### src/design/hsvl_pkg.sv
// ---------------------------------------------------------------------------
// HSV to RGB level converter: shared package
// Types and constants used by the stages of the HSV to RGB level pipeline.
// ---------------------------------------------------------------------------
package hsvl_pkg;

	// Field widths of the inputs, the hue fraction and the output levels.
	localparam int HUE_W = 9;
	localparam int PCT_W = 7;
	localparam int FRAC_W = 6;
	localparam int LEVEL_W = 4;

	// Every color component is carried as a numerator over 100 * 100 * 60.
	localparam int K_W = 13;
	localparam int NUM_W = 20;
	localparam int COMMON_DEN = 600000;

	localparam logic [HUE_W-1:0] HUE_MAX = 9'd360;
	localparam logic [PCT_W-1:0] PCT_MAX = 7'd100;
	localparam logic [HUE_W-1:0] SECTOR_DEG = 9'd60;
	localparam logic [K_W-1:0] K_FULL = 13'd6000;

	// Reciprocal of 2 * COMMON_DEN: ceil(2^50 / 1200000). The quotient taken
	// from bit RECIP_SHIFT up is exact for every numerator the levels produce.
	localparam int RECIP_W = 30;
	localparam int RECIP_SHIFT = 50;
	localparam logic [RECIP_W-1:0] RECIP_M = 30'd938249923;

	typedef logic [2:0] sector_t;

	localparam sector_t SEC_R_TO_Y = 3'd0;
	localparam sector_t SEC_Y_TO_G = 3'd1;
	localparam sector_t SEC_G_TO_C = 3'd2;
	localparam sector_t SEC_C_TO_B = 3'd3;
	localparam sector_t SEC_B_TO_M = 3'd4;
	localparam sector_t SEC_M_TO_R = 3'd5;

	// Channel order within the numerator and level vectors.
	localparam int CH_RED = 0;
	localparam int CH_GREEN = 1;
	localparam int CH_BLUE = 2;

	typedef logic [NUM_W-1:0] num_t;
	typedef logic [LEVEL_W-1:0] level_t;

	// Pipeline advance and the valid bit entering a stage.
	typedef struct packed {
		logic en;
		logic valid;
	} flow_t;

endpackage

### src/design/hsvl_front.sv
// ---------------------------------------------------------------------------
// HSV to RGB level converter: input stage
// Clamps the inputs and splits the hue into a sector and a fraction.
// ---------------------------------------------------------------------------
module hsvl_front (
	input  logic                              clk,
	input  logic                              arst_n,
	input  hsvl_pkg::flow_t                   flow,
	input  logic [hsvl_pkg::HUE_W-1:0]        hue_deg,
	input  logic [hsvl_pkg::PCT_W-1:0]        sat_pct,
	input  logic [hsvl_pkg::PCT_W-1:0]        val_pct,
	output logic                              valid_s1,
	output hsvl_pkg::sector_t                 sector_s1,
	output logic [hsvl_pkg::FRAC_W-1:0]       frac_s1,
	output logic [hsvl_pkg::PCT_W-1:0]        sat_s1,
	output logic [hsvl_pkg::PCT_W-1:0]        val_s1
);
	import hsvl_pkg::*;

	sector_t sector;
	logic [HUE_W-1:0] base;
	logic [PCT_W-1:0] sat_c;
	logic [PCT_W-1:0] val_c;

	// Hue at or above 360 lands in the last sector with no fraction.
	always_comb begin
		priority if (hue_deg >= HUE_MAX) begin
			sector = SEC_M_TO_R;
			base = hue_deg;
		end else if (hue_deg >= HUE_W'(5 * SECTOR_DEG)) begin
			sector = SEC_M_TO_R;
			base = HUE_W'(5 * SECTOR_DEG);
		end else if (hue_deg >= HUE_W'(4 * SECTOR_DEG)) begin
			sector = SEC_B_TO_M;
			base = HUE_W'(4 * SECTOR_DEG);
		end else if (hue_deg >= HUE_W'(3 * SECTOR_DEG)) begin
			sector = SEC_C_TO_B;
			base = HUE_W'(3 * SECTOR_DEG);
		end else if (hue_deg >= HUE_W'(2 * SECTOR_DEG)) begin
			sector = SEC_G_TO_C;
			base = HUE_W'(2 * SECTOR_DEG);
		end else if (hue_deg >= SECTOR_DEG) begin
			sector = SEC_Y_TO_G;
			base = SECTOR_DEG;
		end else begin
			sector = SEC_R_TO_Y;
			base = '0;
		end
	end

	assign sat_c = (sat_pct > PCT_MAX) ? PCT_MAX : sat_pct;
	assign val_c = (val_pct > PCT_MAX) ? PCT_MAX : val_pct;

	always_ff @(posedge clk or negedge arst_n) begin
		if (!arst_n) begin
			valid_s1 <= 1'b0;
		end else if (flow.en) begin
			valid_s1 <= flow.valid;
		end
	end

	always_ff @(posedge clk) begin
		if (flow.en) begin
			sector_s1 <= sector;
			frac_s1 <= FRAC_W'(hue_deg - base);
			sat_s1 <= sat_c;
			val_s1 <= val_c;
		end
	end

`ifndef NO_ASSERTIONS
	a_sector_range: assert property (@(posedge clk) disable iff (!arst_n)
		valid_s1 |-> (sector_s1 <= SEC_M_TO_R) && (frac_s1 < FRAC_W'(SECTOR_DEG)))
		else $error("sector or fraction out of range");

	a_hold_on_stall: assert property (@(posedge clk) disable iff (!arst_n)
		!flow.en |=> $stable(sector_s1) && $stable(frac_s1) && $stable(valid_s1))
		else $error("input stage changed while stalled");
`endif

endmodule

### src/design/hsvl_mix.sv
// ---------------------------------------------------------------------------
// HSV to RGB level converter: component stages
// Forms p, q and t over a common denominator and routes them per sector.
// ---------------------------------------------------------------------------
module hsvl_mix (
	input  logic                                   clk,
	input  logic                                   arst_n,
	input  hsvl_pkg::flow_t                        flow,
	input  hsvl_pkg::sector_t                      sector_s1,
	input  logic [hsvl_pkg::FRAC_W-1:0]            frac_s1,
	input  logic [hsvl_pkg::PCT_W-1:0]             sat_s1,
	input  logic [hsvl_pkg::PCT_W-1:0]             val_s1,
	output logic                                   valid_s3,
	output logic [2:0][hsvl_pkg::NUM_W-1:0]        num_s3
);
	import hsvl_pkg::*;

	logic valid_s2;
	sector_t sector_s2;
	logic [PCT_W-1:0] val_s2;
	logic [K_W-1:0] pk_s2;
	logic [K_W-1:0] qk_s2;
	logic [K_W-1:0] tk_s2;

	logic [K_W-1:0] sf;
	logic [K_W-1:0] sg;
	logic [K_W-1:0] s60;
	num_t nv;
	num_t np;
	num_t nq;
	num_t nt;
	logic [2:0][NUM_W-1:0] num;

	// Stage 2: saturation terms, each at most 6000.
	assign sf = K_W'(sat_s1) * K_W'(frac_s1);
	assign sg = K_W'(sat_s1) * K_W'(SECTOR_DEG - HUE_W'(frac_s1));
	assign s60 = K_W'(sat_s1) * K_W'(SECTOR_DEG);

	// Stage 3: scale by value and pick the channel order of the sector.
	assign nv = NUM_W'(val_s2) * NUM_W'(K_FULL);
	assign np = NUM_W'(val_s2) * NUM_W'(pk_s2);
	assign nq = NUM_W'(val_s2) * NUM_W'(qk_s2);
	assign nt = NUM_W'(val_s2) * NUM_W'(tk_s2);

	always_comb begin
		unique case (sector_s2)
			SEC_R_TO_Y: begin
				num[CH_RED] = nv; num[CH_GREEN] = nt; num[CH_BLUE] = np;
			end
			SEC_Y_TO_G: begin
				num[CH_RED] = nq; num[CH_GREEN] = nv; num[CH_BLUE] = np;
			end
			SEC_G_TO_C: begin
				num[CH_RED] = np; num[CH_GREEN] = nv; num[CH_BLUE] = nt;
			end
			SEC_C_TO_B: begin
				num[CH_RED] = np; num[CH_GREEN] = nq; num[CH_BLUE] = nv;
			end
			SEC_B_TO_M: begin
				num[CH_RED] = nt; num[CH_GREEN] = np; num[CH_BLUE] = nv;
			end
			default: begin
				num[CH_RED] = nv; num[CH_GREEN] = np; num[CH_BLUE] = nq;
			end
		endcase
	end

	always_ff @(posedge clk or negedge arst_n) begin
		if (!arst_n) begin
			valid_s2 <= 1'b0;
			valid_s3 <= 1'b0;
		end else if (flow.en) begin
			valid_s2 <= flow.valid;
			valid_s3 <= valid_s2;
		end
	end

	always_ff @(posedge clk) begin
		if (flow.en) begin
			sector_s2 <= sector_s1;
			val_s2 <= val_s1;
			pk_s2 <= K_FULL - s60;
			qk_s2 <= K_FULL - sf;
			tk_s2 <= K_FULL - sg;
			num_s3 <= num;
		end
	end

`ifndef NO_ASSERTIONS
	a_num_range: assert property (@(posedge clk) disable iff (!arst_n)
		valid_s3 |-> (num_s3[CH_RED] <= NUM_W'(COMMON_DEN))
			&& (num_s3[CH_GREEN] <= NUM_W'(COMMON_DEN))
			&& (num_s3[CH_BLUE] <= NUM_W'(COMMON_DEN)))
		else $error("component numerator above the common denominator");
`endif

endmodule

### src/design/hsvl_level.sv
// ---------------------------------------------------------------------------
// HSV to RGB level converter: rounding stages
// Scales each numerator to a drive level, rounding halves up, by a
// reciprocal multiply in place of a divide.
// ---------------------------------------------------------------------------
module hsvl_level #(
	parameter int LEVEL_SCALE = 8
) (
	input  logic                                   clk,
	input  logic                                   arst_n,
	input  hsvl_pkg::flow_t                        flow,
	input  logic [2:0][hsvl_pkg::NUM_W-1:0]        num_s3,
	output logic                                   valid_s5,
	output logic [2:0][hsvl_pkg::LEVEL_W-1:0]      level_s5
);
	import hsvl_pkg::*;

	localparam longint XMAX = 2 * longint'(LEVEL_SCALE) * COMMON_DEN + COMMON_DEN;
	localparam int XW = $clog2(XMAX + 1);
	localparam int PW = XW + RECIP_W;
	localparam logic [XW-1:0] SCALE2 = XW'(2 * LEVEL_SCALE);
	localparam logic [XW-1:0] BIAS = XW'(COMMON_DEN);

	logic valid_s4;
	logic [2:0][XW-1:0] x_s4;
	logic [2:0][PW-1:0] prod_s5;

	always_ff @(posedge clk or negedge arst_n) begin
		if (!arst_n) begin
			valid_s4 <= 1'b0;
			valid_s5 <= 1'b0;
		end else if (flow.en) begin
			valid_s4 <= flow.valid;
			valid_s5 <= valid_s4;
		end
	end

	// Stage 4 forms 2 * scale * num + den; stage 5 multiplies by the
	// reciprocal of 2 * den, so the quotient sits above RECIP_SHIFT.
	always_ff @(posedge clk) begin
		if (flow.en) begin
			for (int i = 0; i < 3; i++) begin
				x_s4[i] <= XW'(num_s3[i]) * SCALE2 + BIAS;
				prod_s5[i] <= PW'(x_s4[i]) * PW'(RECIP_M);
			end
		end
	end

	always_comb begin
		for (int i = 0; i < 3; i++) begin
			level_s5[i] = LEVEL_W'(prod_s5[i] >> RECIP_SHIFT);
		end
	end

endmodule

### src/design/hsv_to_rgb_level_converter_unit.sv
// ---------------------------------------------------------------------------
// HSV to RGB level converter
// Converts hue, saturation and value into red, green and blue drive levels.
// ---------------------------------------------------------------------------
// Takes one color word per cycle, unless the sink holds the output, and returns
// red, green and blue levels of round(LEVEL_SCALE * component), halves rounded
// up, each kept to 4 bits. Hue is in degrees and clamps at 360, which maps to
// the last sector with no fraction; saturation and value are in percent and
// clamp at 100. The block is a five-stage pipeline (clamp and sector split,
// saturation products, value products with sector routing, scale and bias,
// reciprocal multiply), and a new word may enter every cycle unless the sink
// holds the output. The whole pipeline advances together; when the output word
// is held by the sink, input ready drops in the same cycle.
module hsv_to_rgb_level_converter_unit #(
	parameter int LEVEL_SCALE = 8
) (
	input  logic        clk,
	input  logic        arst_n,
	input  logic        s_tvalid,
	output logic        s_tready,
	input  logic [23:0] s_tdata,  // hue_deg[8:0], sat_pct[15:9], val_pct[22:16], zero
	output logic        m_tvalid,
	input  logic        m_tready,
	output logic [15:0] m_tdata   // red_level[3:0], green_level[7:4], blue_level[11:8], zero
);
	import hsvl_pkg::*;

	logic en;
	flow_t flow_in;
	flow_t flow_s1;
	flow_t flow_s3;

	logic valid_s1;
	sector_t sector_s1;
	logic [FRAC_W-1:0] frac_s1;
	logic [PCT_W-1:0] sat_s1;
	logic [PCT_W-1:0] val_s1;
	logic valid_s3;
	logic [2:0][NUM_W-1:0] num_s3;
	logic valid_s5;
	logic [2:0][LEVEL_W-1:0] level_s5;

	// The pipeline moves whenever the output register is empty or drained.
	assign en = !valid_s5 || m_tready;
	assign s_tready = en;

	assign flow_in = '{en: en, valid: s_tvalid};
	assign flow_s1 = '{en: en, valid: valid_s1};
	assign flow_s3 = '{en: en, valid: valid_s3};

	hsvl_front u_front (
		.clk       (clk),
		.arst_n    (arst_n),
		.flow      (flow_in),
		.hue_deg   (s_tdata[8:0]),
		.sat_pct   (s_tdata[15:9]),
		.val_pct   (s_tdata[22:16]),
		.valid_s1  (valid_s1),
		.sector_s1 (sector_s1),
		.frac_s1   (frac_s1),
		.sat_s1    (sat_s1),
		.val_s1    (val_s1)
	);

	hsvl_mix u_mix (
		.clk       (clk),
		.arst_n    (arst_n),
		.flow      (flow_s1),
		.sector_s1 (sector_s1),
		.frac_s1   (frac_s1),
		.sat_s1    (sat_s1),
		.val_s1    (val_s1),
		.valid_s3  (valid_s3),
		.num_s3    (num_s3)
	);

	hsvl_level #(
		.LEVEL_SCALE (LEVEL_SCALE)
	) u_level (
		.clk      (clk),
		.arst_n   (arst_n),
		.flow     (flow_s3),
		.num_s3   (num_s3),
		.valid_s5 (valid_s5),
		.level_s5 (level_s5)
	);

	assign m_tvalid = valid_s5;
	assign m_tdata = {4'b0000, level_s5[CH_BLUE], level_s5[CH_GREEN], level_s5[CH_RED]};

`ifndef NO_ASSERTIONS
	a_level_bound: assert property (@(posedge clk) disable iff (!arst_n)
		m_tvalid |-> (LEVEL_SCALE > 15)
			|| ((int'(level_s5[CH_RED]) <= LEVEL_SCALE)
			&& (int'(level_s5[CH_GREEN]) <= LEVEL_SCALE)
			&& (int'(level_s5[CH_BLUE]) <= LEVEL_SCALE)))
		else $error("drive level above the level scale");
`endif

endmodule

### config.mk
export PLATFORM = sky130hd
export DESIGN_NAME = hsv_to_rgb_level_converter_unit
export DESIGN_NICKNAME = d
export VERILOG_FILES = /design/src/design/hsvl_pkg.sv /design/src/design/hsvl_front.sv /design/src/design/hsvl_mix.sv /design/src/design/hsvl_level.sv /design/src/design/hsv_to_rgb_level_converter_unit.sv
export SDC_FILE = /design/constraint.sdc
export NUM_CORES = 2
export LEC_CHECK = 0
export BUFFER_PORTS_ARGS = -buffer_cell sky130_fd_sc_hd__buf_4
export CORE_MARGIN = 3
export CORE_UTILIZATION = 35
export CTS_BUF_LIST = sky130_fd_sc_hd__clkbuf_4 sky130_fd_sc_hd__clkbuf_8
export DETAILED_ROUTE_END_ITERATION = 10
export GPL_TIMING_DRIVEN = 1
export SLEW_MARGIN = 10
export SYNTH_ARGS = -nofsm -noshare
export SYNTH_HDL_FRONTEND = slang
export SYNTH_SLANG_ARGS = --single-unit
### constraint.sdc
create_clock -name clk -period 8.8 [get_ports clk]
set_input_delay 0.88 -clock clk [delete_from_list [all_inputs] [get_ports clk]]
set_output_delay 0.88 -clock clk [all_outputs]
set_load 0.1 [all_outputs]
==> reports/qor.yml <==
period_needed_ns: 7.27
yosysTopAreaCell: "fa_1"
relSlewSlack_pct: 38.1
row_count: 139
setup_viol: 0
nets: 6948
ys_ff_latch: 206
async_flop_share_pct: 2.43
synth_edf_count: 201
cp_max_fo: 7
yosysTopAreaCellShare_pct: 36.4
skew_ns: 0.0257
avgSynthCellArea_um2: 10.0
cts_made_buffers: 40
firstDrtPassIters: 6
vias: 33800
drt_iter0_drc: 1804
fp.dieH_um: 387
post_cts_buffers: 0
die_x_um: 387
whs_ns: 0.0701
yosysWarnings: 0
clock_sinks: 206
slew_viol_final: 0
wire_per_inst_um: 17.2
startpoint_type: "register"
drt-total-wl_um: 121000
io-pin-count: 46
gp_congestion: 0.952
synth_top_flop_cell: "edfxtp_1"
tns_ns: 0
crit_path_end_kind: "register"
h-tree-depth: 2
ys_seq_area_share_pct: 12.1
rsz0062_at_grt: "false"
max_freq_mhz: 138
grt_max_degree: 147
finalCritPeriodShare_pct: 82.6
hold_buffers: 0
grtUsageTotal_pct: 16.5
port_buffers: 40
layout_commonest_cell: "inv_1"
first_global_vias: 36500
drc_errors: 0
clk_pin_slew_ns: 0.06
core_mm2: 0.144
clk_latency_ns: 0.61
tritoncts: "done"
synth.distinct_cells: 81
critPathKind: "register to register"
layout_common_cells: "inv_1 (1401), fa_1 (925), ha_1 (915)"
worst_pin_slew_ns: 0.929
hold_violations: 0
grt_pass1_wl_um: 197000
drv_cap: 0
area_delta_synth_final_pct: 6.65
start_util_pct: 35.3
synthCells: 5063
crit_arrival_ns: 7.68
root_buffer: "clkbuf_8"
dieArea_mm2: 0.150
grt_remaining_overflow: 0
status: "finished, final reports clean"
yosys-top-cells-area: "fa_1 (36%), ha_1 (23%), edfxtp_1 (12%), inv_1 (10%), nand2_1 (2.5%)"
min_path_type: "input pin to asynchronous set/reset pin"
antenna_left: 0
vias_per_cell: 4.81
antenna_cells: 0
final_layout_size_suffix_gt1_share_pct: 3.04
worst-endpoint-required_ns: 9.22
dp_hpwl_um: 106000
synthesis.area_mm2: 0.0508
cts_resized: 0
cts_buffer_depth: 3
antenna_found_initial: 1
-- flip-flops by register name, indices dropped and copies added, names as in the netlist --
signal             count
u_front.val_s1         7
u_front.sat_s1         7
u_front.sector_s1      3
u_mix.tk_s2           13
u_mix.pk_s2           11
u_level.x_s4          60
u_mix.val_s2           7
u_level.valid_s4       1
u_mix.qk_s2           12
u_mix.valid_s3         1
u_mix.num_s3          60
u_front.frac_s1        6
u_mix.sector_s2        3
u_level.valid_s5       1
u_level.level_s5      12
u_mix.valid_s2         1
u_front.valid_s1       1
-- worst max-delay path, cell delays in order (launching register included) --
cell      delay [ns]
edfxtp_1        0.59
inv_1           0.09
ha_1            0.34
xnor2_1         0.62
ha_1            0.26
nand2b_1        0.20
fa_1            0.45
inv_1           0.08
fa_1            0.40
inv_1           0.09
fa_1            0.43
fa_1            0.53
inv_1           0.07
fa_1            0.48
inv_1           0.04
ha_1            0.28
a21oi_1         0.13
nor2_1          0.05
o21ai_0         0.35
nand3_1         0.12
o31ai_1         0.74
o21ai_1         0.29
mux2i_1         0.17
a221oi_1        0.25
-- area by class of cell --
cell class	instances	area, µm²
tap	1903	2380
clock buffer	49	624
timing repair buffer	59	455
sequential	206	6160
inverter	1402	5260
fill	14300	89600
multi-input combinational	3371	39100
clock inverter	20	239
-- cells in the mapped netlist, drive strengths merged, types with 15 or more instances --
library cell  count
o21bai           16
a21o             41
nand2b           32
a211oi           19
xor2             62
inv            1402
nand4            19
edfxtp          201
nor2            128
nor3             21
o211ai           17
o21a             15
nor2b            21
clkbuf           74
a31oi            26
and2            146
xnor2           111
nand2           336
ha              915
o21ai           113
fa              925
o2111ai          15
a221oi           19
a21oi           132
nand3            50
-- final timing paths --
check	from	end	slack, ns	cells after the start
hold reg to reg	u_mix.num_s3[20]	u_level.x_s4[28]	0.41	0
setup reg to reg	u_level.x_s4[70]	u_level.level_s5[11]	1.53	23
min in group clk	u_mix.num_s3[20]	u_level.x_s4[28]	0.41	0
max in group asynchronous	arst_n	u_mix.valid_s2	8.63	1
setup / recovery	u_level.x_s4[70]	u_level.level_s5[11]	1.53	23
hold / removal	arst_n	u_front.valid_s1	0.07	1
-- per-layer routing --
layer | track usage, % | routed length (µm)
met5 | 0 | 12
met4 | 3.20 | 2400
met3 | 1.84 | 5020
met2 | 27.7 | 56900
met1 | 23.0 | 56500
-- cell families (layout without fill, tap and decap cells) --
logic type      after synthesis  in the layout  synth area share (%)
simple gates                807            807                  7.56
mux                          23             23                 0.475
fa+ha+maj                  1840           1840                  59.0
flops                       206            206                  12.1
compound gates              523            523                  6.84
buf+inv                    1489           1530                  11.0
xor+xnor                    173            173                  2.98
other cells                   2              5                0.0148
-- stage by stage --
step / cells / instance area (µm²) / setup WS [ns] / util, %
CTS: 7010 / 54200 / 1.43 / 37.7
global placement: 6941 / 53300 / 1.54 / 37.1
global route: 7010 / 54200 / 1.11 / 37.7
detailed placement: 6941 / 53300 / 1.50 / 37.1
finish: 7010 / 54200 / 1.53 / 37.7
floorplan: 5066 / 50800 / 0.388 / -
Power is left out: the tool's default activity adds up to more than one toggle a clock period on the data nets, which glitch-free logic cannot reach.
